==> src/hdl/hrp_pkg.sv <==
package hrp_pkg;

  localparam logic [2:0] PH_HUNT    = 3'd0;
  localparam logic [2:0] PH_LEN     = 3'd1;
  localparam logic [2:0] PH_ADDR_HI = 3'd2;
  localparam logic [2:0] PH_ADDR_LO = 3'd3;
  localparam logic [2:0] PH_TYPE    = 3'd4;
  localparam logic [2:0] PH_DATA    = 3'd5;
  localparam logic [2:0] PH_CHK     = 3'd6;

  localparam logic [2:0] K_DATA     = 3'd0;
  localparam logic [2:0] K_DONE     = 3'd1;
  localparam logic [2:0] K_NOSTART  = 3'd2;
  localparam logic [2:0] K_BADDIGIT = 3'd3;
  localparam logic [2:0] K_TRUNC    = 3'd4;

  localparam logic [7:0] START_MARK     = 8'h3A;
  localparam logic [3:0] MAX_SKIP_RESET = 4'd3;

  typedef struct packed {
    logic [7:0] character;
    logic       last_in_buffer;
  } in_t;

  typedef struct packed {
    logic [2:0]  kind;
    logic [15:0] byte_address;
    logic [7:0]  data_byte;
    logic [7:0]  record_type;
    logic [7:0]  record_length;
    logic        checksum_ok;
  } out_t;

  typedef struct packed {
    logic [2:0]  phase;
    logic        second_nibble;
    logic [3:0]  high_nibble;
    logic [3:0]  skip_count;
    logic [7:0]  length_reg;
    logic [15:0] address_reg;
    logic [7:0]  type_reg;
    logic [7:0]  bytes_seen;
    logic [7:0]  running_sum;
  } state_t;

endpackage

==> src/hdl/hex_record_parser.sv <==
// Intel HEX record parser taking one ASCII character per word. A character is
// accepted every cycle as long as results are taken; each accepted character
// gives zero or one result word: it is held in the input register, then the
// parser step (a state update with an 8-bit checksum add) writes the result
// register. No clearing pass is needed after reset. While a result waits, the
// input register can still take one character, then the input side stalls
// until it is taken. The user must write max_skip_chars (reset 3) through
// cfg_write_en/cfg_write_data only while the block is idle (not enforced).
module hex_record_parser (
  input  logic          clk,
  input  logic          rst,
  input  logic          cfg_write_en,
  input  logic [3:0]    cfg_write_data,
  input  logic          char_valid,
  output logic          char_ready,
  input  hrp_pkg::in_t  char_word,
  output logic          result_valid,
  input  logic          result_ready,
  output hrp_pkg::out_t result_word
);

  logic            hold_valid;
  hrp_pkg::in_t    hold_word;
  hrp_pkg::state_t st;
  hrp_pkg::state_t st_next;
  logic [3:0]      max_skip_chars;
  logic            step_valid;
  hrp_pkg::out_t   step_res;
  logic            out_free;
  logic            advance;

  hrp_step u_step (
    .st             (st),
    .max_skip_chars (max_skip_chars),
    .word           (hold_word),
    .nxt            (st_next),
    .res_valid      (step_valid),
    .res            (step_res)
  );

  assign out_free   = !result_valid || result_ready;
  assign advance    = hold_valid && out_free;
  assign char_ready = !hold_valid || out_free;

  always_ff @(posedge clk) begin
    if (rst) begin
      hold_valid     <= 1'b0;
      result_valid   <= 1'b0;
      st             <= '0;
      max_skip_chars <= hrp_pkg::MAX_SKIP_RESET;
    end else begin
      if (cfg_write_en) begin
        max_skip_chars <= cfg_write_data;
      end
      if (char_ready) begin
        hold_valid <= char_valid;
      end
      if (advance) begin
        st           <= st_next;
        result_valid <= step_valid;
      end else if (result_ready) begin
        result_valid <= 1'b0;
      end
    end
  end

  always_ff @(posedge clk) begin
    if (char_valid && char_ready) begin
      hold_word <= char_word;
    end
    if (advance && step_valid) begin
      result_word <= step_res;
    end
  end

endmodule

==> src/hdl/hrp_step.sv <==
module hrp_step (
  input  hrp_pkg::state_t st,
  input  logic [3:0]      max_skip_chars,
  input  hrp_pkg::in_t    word,
  output hrp_pkg::state_t nxt,
  output logic            res_valid,
  output hrp_pkg::out_t   res
);

  logic       digit_ok;
  logic [3:0] digit;
  logic [7:0] ch;
  logic [7:0] full_byte;
  logic [7:0] seen_inc;

  assign ch = word.character;

  always_comb begin
    digit_ok = 1'b1;
    digit    = 4'd0;
    if (ch > 8'd47 && ch < 8'd58) begin
      digit = ch[3:0];
    end else if ((ch > 8'd64 && ch < 8'd71) || (ch > 8'd96 && ch < 8'd103)) begin
      // letters a-f / A-F: low bits 1..6 map to 10..15
      digit = ch[3:0] + 4'd9;
    end else begin
      digit_ok = 1'b0;
    end
  end

  assign full_byte = {st.high_nibble, digit};
  assign seen_inc  = st.bytes_seen + 8'd1;

  always_comb begin
    nxt       = st;
    res_valid = 1'b0;
    res       = '0;
    if (st.phase == hrp_pkg::PH_HUNT) begin
      if (ch == hrp_pkg::START_MARK) begin
        nxt.phase         = hrp_pkg::PH_LEN;
        nxt.second_nibble = 1'b0;
        nxt.skip_count    = 4'd0;
        nxt.running_sum   = 8'd0;
        nxt.bytes_seen    = 8'd0;
        nxt.length_reg    = 8'd0;
        nxt.address_reg   = 16'd0;
        nxt.type_reg      = 8'd0;
      end else if (st.skip_count >= max_skip_chars) begin
        res_valid      = 1'b1;
        res.kind       = hrp_pkg::K_NOSTART;
        nxt.skip_count = 4'd0;
      end else begin
        nxt.skip_count = st.skip_count + 4'd1;
      end
    end else if (!digit_ok) begin
      res_valid         = 1'b1;
      res.kind          = hrp_pkg::K_BADDIGIT;
      nxt.phase         = hrp_pkg::PH_HUNT;
      nxt.second_nibble = 1'b0;
      nxt.skip_count    = 4'd0;
    end else if (!st.second_nibble) begin
      nxt.high_nibble   = digit;
      nxt.second_nibble = 1'b1;
    end else begin
      nxt.second_nibble = 1'b0;
      nxt.running_sum   = st.running_sum + full_byte;
      case (st.phase)
        hrp_pkg::PH_LEN: begin
          nxt.length_reg = full_byte;
          nxt.phase      = hrp_pkg::PH_ADDR_HI;
        end
        hrp_pkg::PH_ADDR_HI: begin
          nxt.address_reg = {full_byte, 8'd0};
          nxt.phase       = hrp_pkg::PH_ADDR_LO;
        end
        hrp_pkg::PH_ADDR_LO: begin
          nxt.address_reg = {st.address_reg[15:8], full_byte};
          nxt.phase       = hrp_pkg::PH_TYPE;
        end
        hrp_pkg::PH_TYPE: begin
          nxt.type_reg = full_byte;
          nxt.phase    = (st.length_reg == 8'd0) ? hrp_pkg::PH_CHK : hrp_pkg::PH_DATA;
        end
        hrp_pkg::PH_DATA: begin
          res_valid         = 1'b1;
          res.kind          = hrp_pkg::K_DATA;
          res.byte_address  = st.address_reg + {8'd0, st.bytes_seen};
          res.data_byte     = full_byte;
          res.record_type   = st.type_reg;
          res.record_length = st.length_reg;
          nxt.bytes_seen    = seen_inc;
          if (seen_inc == st.length_reg) begin
            nxt.phase = hrp_pkg::PH_CHK;
          end
        end
        default: begin
          res_valid         = 1'b1;
          res.kind          = hrp_pkg::K_DONE;
          res.byte_address  = st.address_reg;
          res.data_byte     = full_byte;
          res.record_type   = st.type_reg;
          res.record_length = st.length_reg;
          res.checksum_ok   = (nxt.running_sum == 8'd0);
          nxt.phase         = hrp_pkg::PH_HUNT;
          nxt.skip_count    = 4'd0;
        end
      endcase
    end

    if (word.last_in_buffer) begin
      if (nxt.phase != hrp_pkg::PH_HUNT) begin
        res_valid         = 1'b1;
        res               = '0;
        res.kind          = hrp_pkg::K_TRUNC;
        nxt.phase         = hrp_pkg::PH_HUNT;
        nxt.second_nibble = 1'b0;
      end
      nxt.skip_count = 4'd0;
    end
  end

endmodule

==> config.mk <==
export PLATFORM = sky130hd
export DESIGN_NAME = hex_record_parser
export DESIGN_NICKNAME = d
export VERILOG_FILES = /design/src/hdl/hrp_pkg.sv /design/src/hdl/hex_record_parser.sv /design/src/hdl/hrp_step.sv
export SDC_FILE = /design/constraint.sdc
export NUM_CORES = 1
export LEC_CHECK = 0
export BUFFER_PORTS_ARGS = -buffer_cell sky130_fd_sc_hd__buf_2
export CAP_MARGIN = 20
export CORE_MARGIN = 3
export CORE_UTILIZATION = 60
export DETAILED_ROUTE_END_ITERATION = 8
export GPL_TIMING_DRIVEN = 0
export PLACE_DENSITY_LB_ADDON = 0.2
export REMOVE_ABC_BUFFERS = 1
export SLEW_MARGIN = 20
export SYNTH_ARGS = -nofsm -noshare
export SYNTH_HDL_FRONTEND = slang
export SYNTH_SLANG_ARGS = --single-unit
==> constraint.sdc <==
create_clock -name clk -period 11.4 [get_ports clk]
set_input_delay 1.71 -clock clk [delete_from_list [all_inputs] [get_ports clk]]
set_output_delay 1.71 -clock clk [all_outputs]
set_load 0.01 [all_outputs]
==> flow_metrics.env, run 1 <==
export IMPL_cts_buffers=17
export IMPL_place_hpwl_mm=9.48
export IMPL_p_seq_share_pct=46.3
export IMPL_fmaxAchievable_ghz=0.250
export IMPL_regArea_um2=2910
export IMPL_status="finished clean"
export IMPL_min_path_cells=2
export IMPL_r2r_slack_ns=7.57
export IMPL_drt_iter0_drc=366
export IMPL_fin_nets=732
export IMPL_grt_pass1_vias=4830
export IMPL_htreeDepth=4
export IMPL_clk_latency_ns=0.53
export IMPL_worst_pin_slew_ns=1.06
export IMPL_post_route_min_period_ns=4.00
export IMPL_cp_slowest_stage_delay_ns=0.24
export IMPL_internal_power_w=0.000771
export IMPL_switchingPower_w=0.000212
export IMPL_path_cells="buf_2 > nor2b_1 > nand2_1 > buf_2"
export IMPL_cts_resized=0
export IMPL_grt_pass1_wl_mm=23.0
export IMPL_drc_errors=0
export IMPL_ios=64
export IMPL_timing_rr_start="hold_word[4]"
export IMPL_cts_sinks=119
export IMPL_post_place_ws_ns=7.39
export IMPL_final_cell_count_no_fill=835
export IMPL_finalClockSkew_ns=0.00569
export IMPL_ir_drop_mv=0.0877
export IMPL_grt_setup_unrepaired="false"
export IMPL_leakagePower_nw=2.49
export IMPL_setup_viol=0
export IMPL_power_frac_comb_pct=3.1
export IMPL_cts_hold_fix_buffers=0
export IMPL_dieWidth_um=107
export IMPL_p_per_area_nw_per_um2=140
export IMPL_ys_warn_count=0
export IMPL_maxCapViolCount=0
export IMPL_worst_r2r_endpoint="result_word[0]"
export IMPL_cpMostUsedCell="buf_2"
export IMPL_cts_buffer_depth=2
export IMPL_drive_gt1_share_pct=16.1
export IMPL_synthesis_area_um2=6070
export IMPL_cts_root_buf="clkbuf_8"
export IMPL_gp_congestion=0.864
export IMPL_viasPerCell=6.03
export IMPL_rows=36
export IMPL_final_max_slew_viol_count=0
export IMPL_diodes=0
export IMPL_fp_coreArea_um2=9820
export IMPL_min_path_type="flip-flop to flip-flop"
export IMPL_r2r_cells=13
export IMPL_antenna_left=0
export IMPL_synth_edf_count=53
export IMPL_switching_share_pct=21.6
export IMPL_min_from="st[18]"
export IMPL_port_buffers=63
export IMPL_grt_max_degree=57
export IMPL_clk_pin_slew_worst_paths_ns=0.06
export IMPL_routed_wl_mm=13.9
export IMPL_syn_inst=641
export IMPL_finalHoldViolCount=0
export IMPL_grt_use_total_pct=25.8
export IMPL_dieArea_um2=11400
export IMPL_min_period_over_period_pct=35.1
export IMPL_synth_seq_cells=119
export IMPL_crit_buf_inv=2
export IMPL_slowest_stage="nor2b_1"
export IMPL_min_to="st[18]"
export IMPL_gr_total_overflow=0
export IMPL_syn2layout_area_growth_pct=15.4
export IMPL_die_y_um=107
export IMPL_syn_area_per_cell_um2=9.46
export IMPL_fin_setup_tns_ns=0
export IMPL_crit_fanout=5
export IMPL_wl_per_cell_um=16.6
export IMPL_synth_lib_cells_used_distinct=65
export IMPL_worstSetupPathType="primary input to output pin"
export IMPL_multiInputGateArea_um2=2970
export IMPL_arrival_ns=2.29
export IMPL_critical_path_top_delay_family="simple AND/OR/NAND/NOR gates"
export IMPL_startpoint_type="primary input"
export IMPL_num_vias=5032
export IMPL_slew_headroom_pct=29.6
export IMPL_synthArstFlopShare_pct=0
export IMPL_crit_path_end_kind="output pin"
export IMPL_start_util_pct=61.8
export IMPL_ys_seq_area_share_pct=48.0
export IMPL_postCtsSetupRepairBufs=0
export IMPL_synth_ff_type="dfxtp_1"
export IMPL_required_ns=9.69
export IMPL_antenna_found_initial=0
export IMPL_dp_cells=803
export IMPL_cts_tree="done"
export IMPL_fin_ws_ns=7.40
export IMPL_first_pass_iters=5
export IMPL_pwr_share_clk_pct=50.6
export IMPL_nFillCells=753
-- worst max-delay path by stage --
stage / from / end / slack [ns] / depth (start not counted)
finish: result_ready / char_ready / 7.40 / 4
global route: result_ready / char_ready / 7.31 / 4
CTS: st[59] / result_word[40] / 7.37 / 7
detailed placement: st[59] / result_word[40] / 7.39 / 7
global placement: st[59] / result_word[39] / 5.42 / 6
floorplan: st[59] / result_word[0] / 6.96 / 6
-- logic make-up after synthesis --
| family | Yosys count | share of synthesized area, % |
|---|---|---|
| AOI/OAI and AO/OA | 159 | 16.8 |
| xor gates and xnor gates | 27 | 3.90 |
| adders and majority gates | 25 | 5.40 |
| buffers and inverters | 51 | 3.26 |
| DFF | 119 | 48.0 |
| muxes | 5 | 0.825 |
| and+or+nand+nor | 255 | 21.8 |
-- synth_stat cells, drive strengths merged (5+ instances only) --
cell     n  share of area [%]
nand2   77                4.8
a21oi   71                5.9
dfxtp   66                 22
nor2    54                3.4
edfxtp  53                 26
clkbuf  27                1.7
and2    26                2.7
nand3   25                2.1
o21ai   24                2.2
ha      23                4.7
nor3    20                2.6
inv     15               0.93
xor2    15                2.2
xnor2   12                1.7
nand4   10                1.0
buf      9               0.66
or3      9               0.93
a22o     8                1.2
a21o     7               0.87
a22oi    7               0.87
nor4     7               0.93
a31oi    6               0.62
mux2i    5               0.83
nor2b    5               0.52
o21a     5               0.62
-- metal layers --
layer  up-vias  part of all wire (%)  GRT usage (%)
met5         -                     0              0
met4         0                   4.0           13.9
met3        40                   6.7           6.19
met2       205                    49           41.4
met1      2360                    41           32.2
li1       2427                     -              -
-- worst reg2reg max path, stage by stage (launching register included) --
cell and delay, ns:
edfxtp_1 0.50, or4b_1 0.57, or3_1 0.36, nor2_1 0.12, a31oi_1 0.12, inv_1 0.23
ha_1 0.26, a21oi_1 0.18, o2111ai_1 0.21, a21o_1 0.23, a21oi_1 0.17, xnor2_1 0.20
xor2_1 0.12, nor4_1 0.35
-- layout make-up --
cell class,count,area share (%)
tap,133,2.38
clock buffer,19,6.02
clock inverter,13,1.88
inverter,15,0.804
timing repair buffer,65,4.90
sequential,119,41.6
multi-input combinational,471,42.4
-- power by group through the flow --
stage	clock, W	sequential [W]	combinational (W)
finish	0.000498	0.000455	0.0000307
CTS	0.000501	0.000455	0.0000309
detailed placement	0	0.000464	0.0000308
floorplan	0	0.000465	0.0000146
global placement	0	0.000464	0.0000289
global route	0.000519	0.000456	0.0000343
-- state kept, by name (all words and copies together), names as in the netlist --
register / flops
result_valid: 1
st: 60
result_word: 44
hold_valid: 1
hold_word: 9
max_skip_chars: 4
-- layout by cell type, fill, tap and decap left out, types with 4 or more instances in the layout --
| cell type | instances |
|---|---|
| nand2_1 | 76 |
| a21oi_1 | 70 |
| dfxtp_1 | 66 |
| buf_2 | 63 |
| edfxtp_1 | 53 |
| nor2_1 | 52 |
| and2_1 | 26 |
| nand3_1 | 24 |
| ha_1 | 23 |
| o21ai_0 | 20 |
| clkbuf_16 | 16 |
| inv_1 | 15 |
| xor2_1 | 15 |
| nor3_1 | 13 |
| xnor2_1 | 12 |
| nand4_1 | 10 |
| or3_1 | 8 |
| a22o_1 | 8 |
| a21o_1 | 7 |
| a22oi_1 | 7 |
| a31oi_1 | 6 |
| o21a_1 | 5 |
| nor2b_1 | 5 |
| nor4_1 | 5 |
| mux2i_1 | 5 |
| nand2b_1 | 4 |
| nor3_4 | 4 |
| o211ai_1 | 4 |
| a311oi_1 | 4 |
-- through the flow --
stage / power [W] / instance area [um^2] / hold slack, ns / util, %
after floorplan: 0.000480 / 5920 / 0.426 / -
after global placement: 0.000493 / 6410 / 0.443 / 65.2
after detailed placement: 0.000495 / 6450 / 0.445 / 65.6
after CTS: 0.000986 / 7000 / 0.453 / 71.3
after global routing: 0.00101 / 7000 / 0.475 / 71.3
final: 0.000983 / 7000 / 0.451 / 71.3
No activity file was read; power rests on OpenSTA's default activity.
==> inputs of run 2 (changes only) <==
ABC_AREA = 1   (was not set)
CORE_UTILIZATION = 53   (was 60)
clock period = 3.5 ns   (was 11.4 ns; I/O delays follow)
==> flow_metrics.env, run 2 <==
export IMPL_crit_fanout=5
export IMPL_p_per_area_nw_per_um2=469
export IMPL_startpoint_type="flip-flop"
export IMPL_cp_slowest_stage_delay_ns=0.46
export IMPL_min_to="hold_word[1]"
export IMPL_cts_root_buf="clkbuf_16"
export IMPL_htreeDepth=4
export IMPL_required_ns=3.66
export IMPL_reg_largest_list="st: 60 flops, result_word: 44 flops, hold_word: 9 flops"
export IMPL_fin_nets=849
export IMPL_post_place_ws_ns=-0.246
export IMPL_synth_mux_area_share_pct=0
export IMPL_worst_pin_slew_ns=1.01
export IMPL_ys_seq_area_share_pct=47.7
export IMPL_clk_pin_slew_worst_paths_ns=0.05
export IMPL_ys_top_cells_by_area="edfxtp_1 26%, dfxtp_1 22%, nand2_1 8.2%, a21oi_1 6.1%, nor2_1 5.7%"
export IMPL_ir_drop_mv=0.287
export IMPL_clk_latency_ns=0.42
export IMPL_cts_hold_fix_buffers=0
export IMPL_gp_congestion=0.909
export IMPL_synth_lib_cells_used_distinct=42
export IMPL_cts_buffers=17
export IMPL_drc_errors=0
export IMPL_postCtsSetupRepairBufs=0
export IMPL_syn2layout_area_growth_pct=17.3
export IMPL_viasPerCell=5.57
export IMPL_dieWidth_um=113
export IMPL_arrival_ns=3.42
export IMPL_fin_ws_ns=0.233
export IMPL_die_y_um=113
export IMPL_dieArea_um2=12800
export IMPL_synth_edf_count=53
export IMPL_syn_area_per_cell_um2=8.23
export IMPL_synth_top_family_by_area="simple AND/OR/NAND/NOR gates"
export IMPL_diodes=0
export IMPL_min_path_cells=1
export IMPL_fmaxAchievable_ghz=0.306
export IMPL_synth_area_leader_cell="edfxtp_1"
export IMPL_drive_gt1_share_pct=16.5
export IMPL_power_frac_comb_pct=3.2
export IMPL_final_cell_mix="133 x nand2_1, 89 x nor2_1, 82 x inv_1"
export IMPL_critical_path_top_delay_family="compound AO/OA/AOI/OAI gates"
export IMPL_syn_inst=742
export IMPL_setup_viol=0
export IMPL_place_hpwl_mm=10.5
export IMPL_synth_ff_type="dfxtp_1"
export IMPL_ys_warn_count=0
export IMPL_slowest_stage="edfxtp_1"
export IMPL_grt_use_total_pct=23.9
export IMPL_switching_share_pct=20.1
export IMPL_r2r_cells=18
export IMPL_r2r_slack_ns=0.23
export IMPL_port_buffers=63
export IMPL_finalClockSkew_ns=0.00826
export IMPL_pwr_share_clk_pct=52.7
export IMPL_worst_r2r_endpoint="result_word[0]"
export IMPL_routed_wl_mm=14.8
export IMPL_cts_tree="done"
export IMPL_leakagePower_nw=2.91
export IMPL_synthArstFlopShare_pct=0
export IMPL_switchingPower_w=0.000676
export IMPL_synth_most_common_cell="nand2_1"
export IMPL_synth_compound_area_share_pct=15.5
export IMPL_rows=38
export IMPL_slew_headroom_pct=32.6
export IMPL_min_period_over_period_pct=93.3
export IMPL_post_route_min_period_ns=3.27
export IMPL_num_vias=5340
export IMPL_p_seq_share_pct=44.1
export IMPL_start_util_pct=55.3
export IMPL_status="finished clean"
export IMPL_synth_simple_gate_area_share_pct=22.1
export IMPL_largest_register_ffs=60
export IMPL_wl_per_cell_um=15.4
export IMPL_netlist_area_leader_share_pct=26.1
export IMPL_crit_path_end_kind="flip-flop"
export IMPL_first_pass_iters=5
export IMPL_synthesis_area_um2=6100
export IMPL_synthAdderAreaFrac_pct=5.37
export IMPL_gr_total_overflow=0
export IMPL_cpMostUsedCell="nand2_1"
export IMPL_internal_power_w=0.00268
export IMPL_top_register="st"
export IMPL_drt_iter0_drc=443
export IMPL_cts_resized=1
export IMPL_utilization_pct=64.9
export IMPL_path_cells="inv_1 > nand2_1 > a21oi_2 > inv_1 > nand2_1 > xor2_1 > nand2_1 > inv_1 > ha_1 > a21oi_1 > nand2_1 > a21oi_1 > o21bai_1 > a21oi_1 > nor2_1 > nor2_1 > xor2_1 > nor4_2"
export IMPL_grt_pass1_wl_mm=24.3
export IMPL_final_max_slew_viol_count=0
export IMPL_fin_setup_tns_ns=0
export IMPL_cts_sinks=119
export IMPL_mostFrequentLayoutCell="nand2_1"
export IMPL_synth_commonest_cells="133 x nand2_1, 93 x nor2_1, 83 x inv_1"
export IMPL_min_from="char_word[1]"
export IMPL_grt_pass1_vias=5117
export IMPL_crit_buf_inv=3
export IMPL_synth_xor_area_share_pct=2.01
export IMPL_ios=64
export IMPL_antenna_left=0
export IMPL_cts_buffer_depth=2
export IMPL_grt_max_degree=52
export IMPL_synth_seq_cells=119
export IMPL_min_path_type="primary input to flip-flop"
export IMPL_timing_rr_start="hold_word[2]"
export IMPL_worstSetupPathType="flip-flop to flip-flop"
export IMPL_maxCapViolCount=0
export IMPL_fp_coreArea_um2=11000
export IMPL_finalHoldViolCount=0
export IMPL_antenna_found_initial=0
## run 2: changes by cell type after synthesis, moves of 8 or more
cell,before,now
a211oi_1,3,31
a22o_1,8,0
and2_1,26,0
clkbuf_1,27,11
inv_1,15,83
inv_2,0,8
nand2_1,76,133
nand3_1,24,39
nor2_1,53,93
nor2_2,1,13
nor3_1,14,5
or3_1,9,0
xnor2_1,12,2
## run 2: power by group through the flow
stage,combinational [W],sequential (W),clock (W)
after floorplan,0.0000533,0.00151,0
after global placement,0.000101,0.00151,0
after detailed placement,0.000106,0.00151,0
after CTS,0.000107,0.00148,0.00179
after global routing,0.000121,0.00148,0.00187
final,0.000107,0.00148,0.00177
## run 2: area by class of cell
cell class	instances	area, um^2
Fill cell	913	3870
Sequential cell	119	2910
Multi-Input combinational cell	511	2780
Clock buffer	21	440
Timing Repair Buffer	65	350
Inverter	92	348
Tap cell	140	175
Clock inverter	11	155
## run 2: kinds of logic (layout without fill, tap and decap cells)
| logic type | count (synthesis) | count (layout) |
|---|---|---|
| AO/OA/AOI/OAI | 162 | 162 |
| XOR/XNOR | 14 | 14 |
| adder cells (fa/ha/maj) | 25 | 25 |
| buffers and inverters | 112 | 189 |
| flip-flops | 119 | 119 |
| AND/OR/NAND/NOR | 310 | 310 |
## run 2: stage by stage
stage / total power [W] / cell area [um^2] / cells / hold slack (ns)
6_report: 0.00336 / 7160 / 959 / 0.283
5_1_grt: 0.00347 / 7160 / 959 / 0.273
4_1_cts: 0.00338 / 7140 / 959 / 0.269
3_5_place_dp: 0.00162 / 6540 / 927 / 0.460
3_3_place_gp: 0.00161 / 6500 / 925 / 0.452
2_1_floorplan: 0.00157 / 6010 / 722 / 0.433
## run 2: layer usage
metal / track usage, % / vias up / share of wire, %
li1: - / 2645 / -
met1: 29.9 / 2425 / 42
met2: 38.8 / 224 / 48
met3: 4.87 / 46 / 6.7
met4: 13.0 / 0 / 3.8
met5: 0 / - / 0
## run 2: worst register-to-register path: stages (launching register included)
cell and delay [ns]:
edfxtp_1 0.46, inv_1 0.09, nand2_1 0.08, a21oi_2 0.24
inv_1 0.11, nand2_1 0.08, xor2_1 0.20, nand2_1 0.11
inv_1 0.18, ha_1 0.31, a21oi_1 0.14, nand2_1 0.09
a21oi_1 0.14, o21bai_1 0.12, a21oi_1 0.17, nor2_1 0.05
nor2_1 0.12, xor2_1 0.23, nor4_2 0.07
## run 2: worst max-delay path by stage
stage	endpoint	cells past startpoint	startpoint
finish	result_word[0]	18	hold_word[2]
CTS	result_word[5]	14	st[59]
detailed placement	result_word[12]	13	st[59]
global route	st[7]	19	hold_word[7]
floorplan	result_word[0]	12	st[59]
global placement	result_word[5]	12	st[59]
==> inputs of run 3 (changes only) <==
CORE_UTILIZATION = 55   (was 53)
SYNTH_HIERARCHICAL = 1   (was not set)
==> flow_metrics.env, run 3 <==
export IMPL_status="finished clean"
export IMPL_num_vias=7045
export IMPL_p_seq_share_pct=39.8
export IMPL_syn_inst=1054
export IMPL_place_area_um2=7900
export IMPL_holdWs_ns=0.268
export IMPL_pwr_share_clk_pct=44.1
export IMPL_synth_edf_count=53
export IMPL_finalClockSkew_ns=0.00557
export IMPL_synth_area_leader_cell="edfxtp_1"
export IMPL_cts_sinks=119
export IMPL_min_period_over_period_pct=93.6
export IMPL_synth_seq_cells=119
export IMPL_htreeDepth=4
export IMPL_slew_headroom_pct=44.9
export IMPL_cts_buffer_depth=2
export IMPL_cts_tree="done"
export IMPL_netlist_area_leader_share_pct=21.0
export IMPL_switching_share_pct=28.1
export IMPL_cp_slowest_stage_delay_ns=0.47
export IMPL_dieArea_um2=15200
export IMPL_path_cells="nor2_2 > inv_2 > a21oi_4 > inv_1 > nand2_1 > xor2_4 > nor2_1 > ha_1 > a21oi_1 > nand2_1 > a21oi_1 > o21bai_1 > a21oi_1 > nor2_1 > nor2_1 > xnor2_1 > nand2_1 > nand2_1 > inv_1 > nand3_1 > nand2_1 > nor2_1"
export IMPL_clk_latency_ns=0.43
export IMPL_startpoint_type="flip-flop"
export IMPL_port_buffers=63
export IMPL_drt_iter0_drc=752
export IMPL_nFillCells=1222
export IMPL_cts_buffers=17
export IMPL_fin_setup_tns_ns=0
export IMPL_grt_max_degree=123
export IMPL_cts_hold_fix_buffers=0
export IMPL_viasPerCell=5.46
export IMPL_reg_largest_list="st: 60 flops, result_word: 44 flops, hold_word: 9 flops"
export IMPL_grt_pass1_vias=6014
export IMPL_ir_drop_mv=0.310
export IMPL_grt_setup_unrepaired="true"
export IMPL_synthArstFlopShare_pct=0
export IMPL_switchingPower_w=0.00116
export IMPL_dieWidth_um=123
export IMPL_gr_total_overflow=0
export IMPL_p_per_area_nw_per_um2=481
export IMPL_ys_top_cells_by_area="edfxtp_1 21%, dfxtp_1 17%, nand2_1 9.9%, inv_1 8.0%, nand3_1 7.1%"
export IMPL_syn2layout_area_growth_pct=13.5
export IMPL_slowest_stage="edfxtp_1"
export IMPL_synth_commonest_cells="200 x nand2_1, 161 x inv_1, 132 x nor2_1"
export IMPL_diodes=0
export IMPL_place_hpwl_mm=12.2
export IMPL_final_cell_mix="199 x nand2_1, 160 x inv_1, 130 x nor2_1"
export IMPL_first_pass_iters=6
export IMPL_antenna_left=0
export IMPL_fin_total_pwr_w=0.00414
export IMPL_syn_area_per_cell_um2=7.20
export IMPL_start_util_pct=56.9
export IMPL_worstSetupPathType="flip-flop to flip-flop"
export IMPL_antenna_found_initial=0
export IMPL_ios=64
export IMPL_worst_pin_slew_ns=0.827
export IMPL_fmaxAchievable_ghz=0.305
export IMPL_mostFrequentLayoutCell="nand2_1"
export IMPL_wl_per_cell_um=14.6
export IMPL_setup_viol=0
export IMPL_synth_ff_type="dfxtp_1"
export IMPL_synth_lib_cells_used_distinct=39
export IMPL_top_register="st"
export IMPL_cts_root_buf="clkbuf_16"
export IMPL_routed_wl_mm=18.8
export IMPL_crit_path_end_kind="flip-flop"
export IMPL_fin_ws_ns=0.224
export IMPL_final_area_um2=8610
export IMPL_clk_pin_slew_worst_paths_ns=0.06
export IMPL_die_y_um=123
export IMPL_rows=42
export IMPL_grt_pass1_wl_mm=29.6
export IMPL_largest_register_ffs=60
export IMPL_fin_nets=1144
export IMPL_synth_most_common_cell="nand2_1"
export IMPL_final_max_slew_viol_count=0
export IMPL_drc_errors=0
export IMPL_maxCapViolCount=0
export IMPL_finalHoldViolCount=0
export IMPL_fp_coreArea_um2=13300
export IMPL_crit_fanout=5
export IMPL_synthesis_area_um2=7590
export IMPL_required_ns=3.86
export IMPL_power_frac_comb_pct=16.2
export IMPL_arrival_ns=3.64
export IMPL_drive_gt1_share_pct=14.5
export IMPL_grt_use_total_pct=25.0
export IMPL_post_place_ws_ns=-0.375
export IMPL_ys_warn_count=6
export IMPL_leakagePower_nw=3.61
export IMPL_gp_congestion=0.920
export IMPL_internal_power_w=0.00298
export IMPL_post_route_min_period_ns=3.28
export IMPL_min_path_type="primary input to flip-flop"
export IMPL_ys_seq_area_share_pct=38.4
export IMPL_cpMostUsedCell="nand2_1"
-- run 3: cell types whose count changed in the layout (fill, tap and decap cells not counted), sizes merged, moves of 7 or more --
| cell | before | now |
|---|---|---|
| nor2 | 107 | 163 |
| nand2 | 138 | 209 |
| a31oi | 8 | 1 |
| a211oi | 31 | 0 |
| o21ai | 30 | 40 |
| buf | 65 | 73 |
| inv | 92 | 168 |
| nand3 | 42 | 109 |
| o22ai | 4 | 34 |
| a21oi | 77 | 91 |
-- run 3: cell families (layout without fill, tap and decap cells) --
| group | count (synthesis) | count (layout) | share of synthesized area [%] |
|---|---|---|---|
| AO/OA/AOI/OAI | 181 | 181 | 13.3 |
| buffers and inverters | 213 | 273 | 12.2 |
| flip-flops | 119 | 119 | 38.4 |
| AND/OR/NAND/NOR | 499 | 499 | 29.9 |
| adder cells (fa/ha/maj) | 25 | 25 | 4.32 |
| XOR/XNOR | 17 | 17 | 1.96 |
-- run 3: worst max-delay path, delay by kind of cell, from the launching register on --
kind | cells | cell delay, ns
AOI/OAI and AO/OA | 5 | 0.72
DFF | 1 | 0.47
adders and majority gates | 1 | 0.34
and+or+nand+nor | 11 | 1.05
xor gates and xnor gates | 2 | 0.42
buffers and inverters | 3 | 0.20
-- run 3: through the flow --
step | utilization [%] | instances
floorplan | - | 1009
global placement | 58.7 | 1248
detailed placement | 59.2 | 1250
CTS | 63.9 | 1282
global route | 64.5 | 1290
finish | 64.5 | 1290
-- run 3: routing by layer --
metal  GRT usage (%)  up-vias  part of all wire (%)
met5               0        -                     0
met4            9.48        0                   2.4
met3            5.76       39                   7.6
met2            38.0      284                    44
met1            34.6     3203                    46
li1                -     3519                     -
-- run 3: power by group through the flow --
stage | clock (W) | combinational [W] | sequential (W)
floorplan | 0 | 0.000439 | 0.00169
global placement | 0 | 0.000620 | 0.00168
detailed placement | 0 | 0.000638 | 0.00168
CTS | 0.00185 | 0.000647 | 0.00165
global route | 0.00191 | 0.000749 | 0.00166
finish | 0.00183 | 0.000670 | 0.00165
-- run 3: final cells by class --
cell class | count | area (um^2) | area share [%]
Inverter | 168 | 633 | 7.35
Sequential cell | 119 | 2920 | 33.9
Multi-Input combinational cell | 722 | 3820 | 44.3
Timing Repair Buffer | 73 | 415 | 4.82
Clock buffer | 19 | 433 | 5.03
Clock inverter | 13 | 180 | 2.09
Tap cell | 176 | 220 | 2.56
-- run 3: repair_timing --
action,in CTS,in global routing
cloned,0,0
setup buffers,0,8
endpoints found under the setup margin,49,38
gates resized for setup,4,4
pin swaps,0,1
-- run 3: worst paths after layout --
check / slack, ns / from / end / cells past startpoint
max: 0.22 / hold_word[2] / st[7] / 22
min reg2reg: 0.46 / max_skip_chars[0] / max_skip_chars[0] / 2
max reg2reg: 0.22 / hold_word[2] / st[7] / 22
min: 0.27 / char_word[8] / hold_word[8] / 1
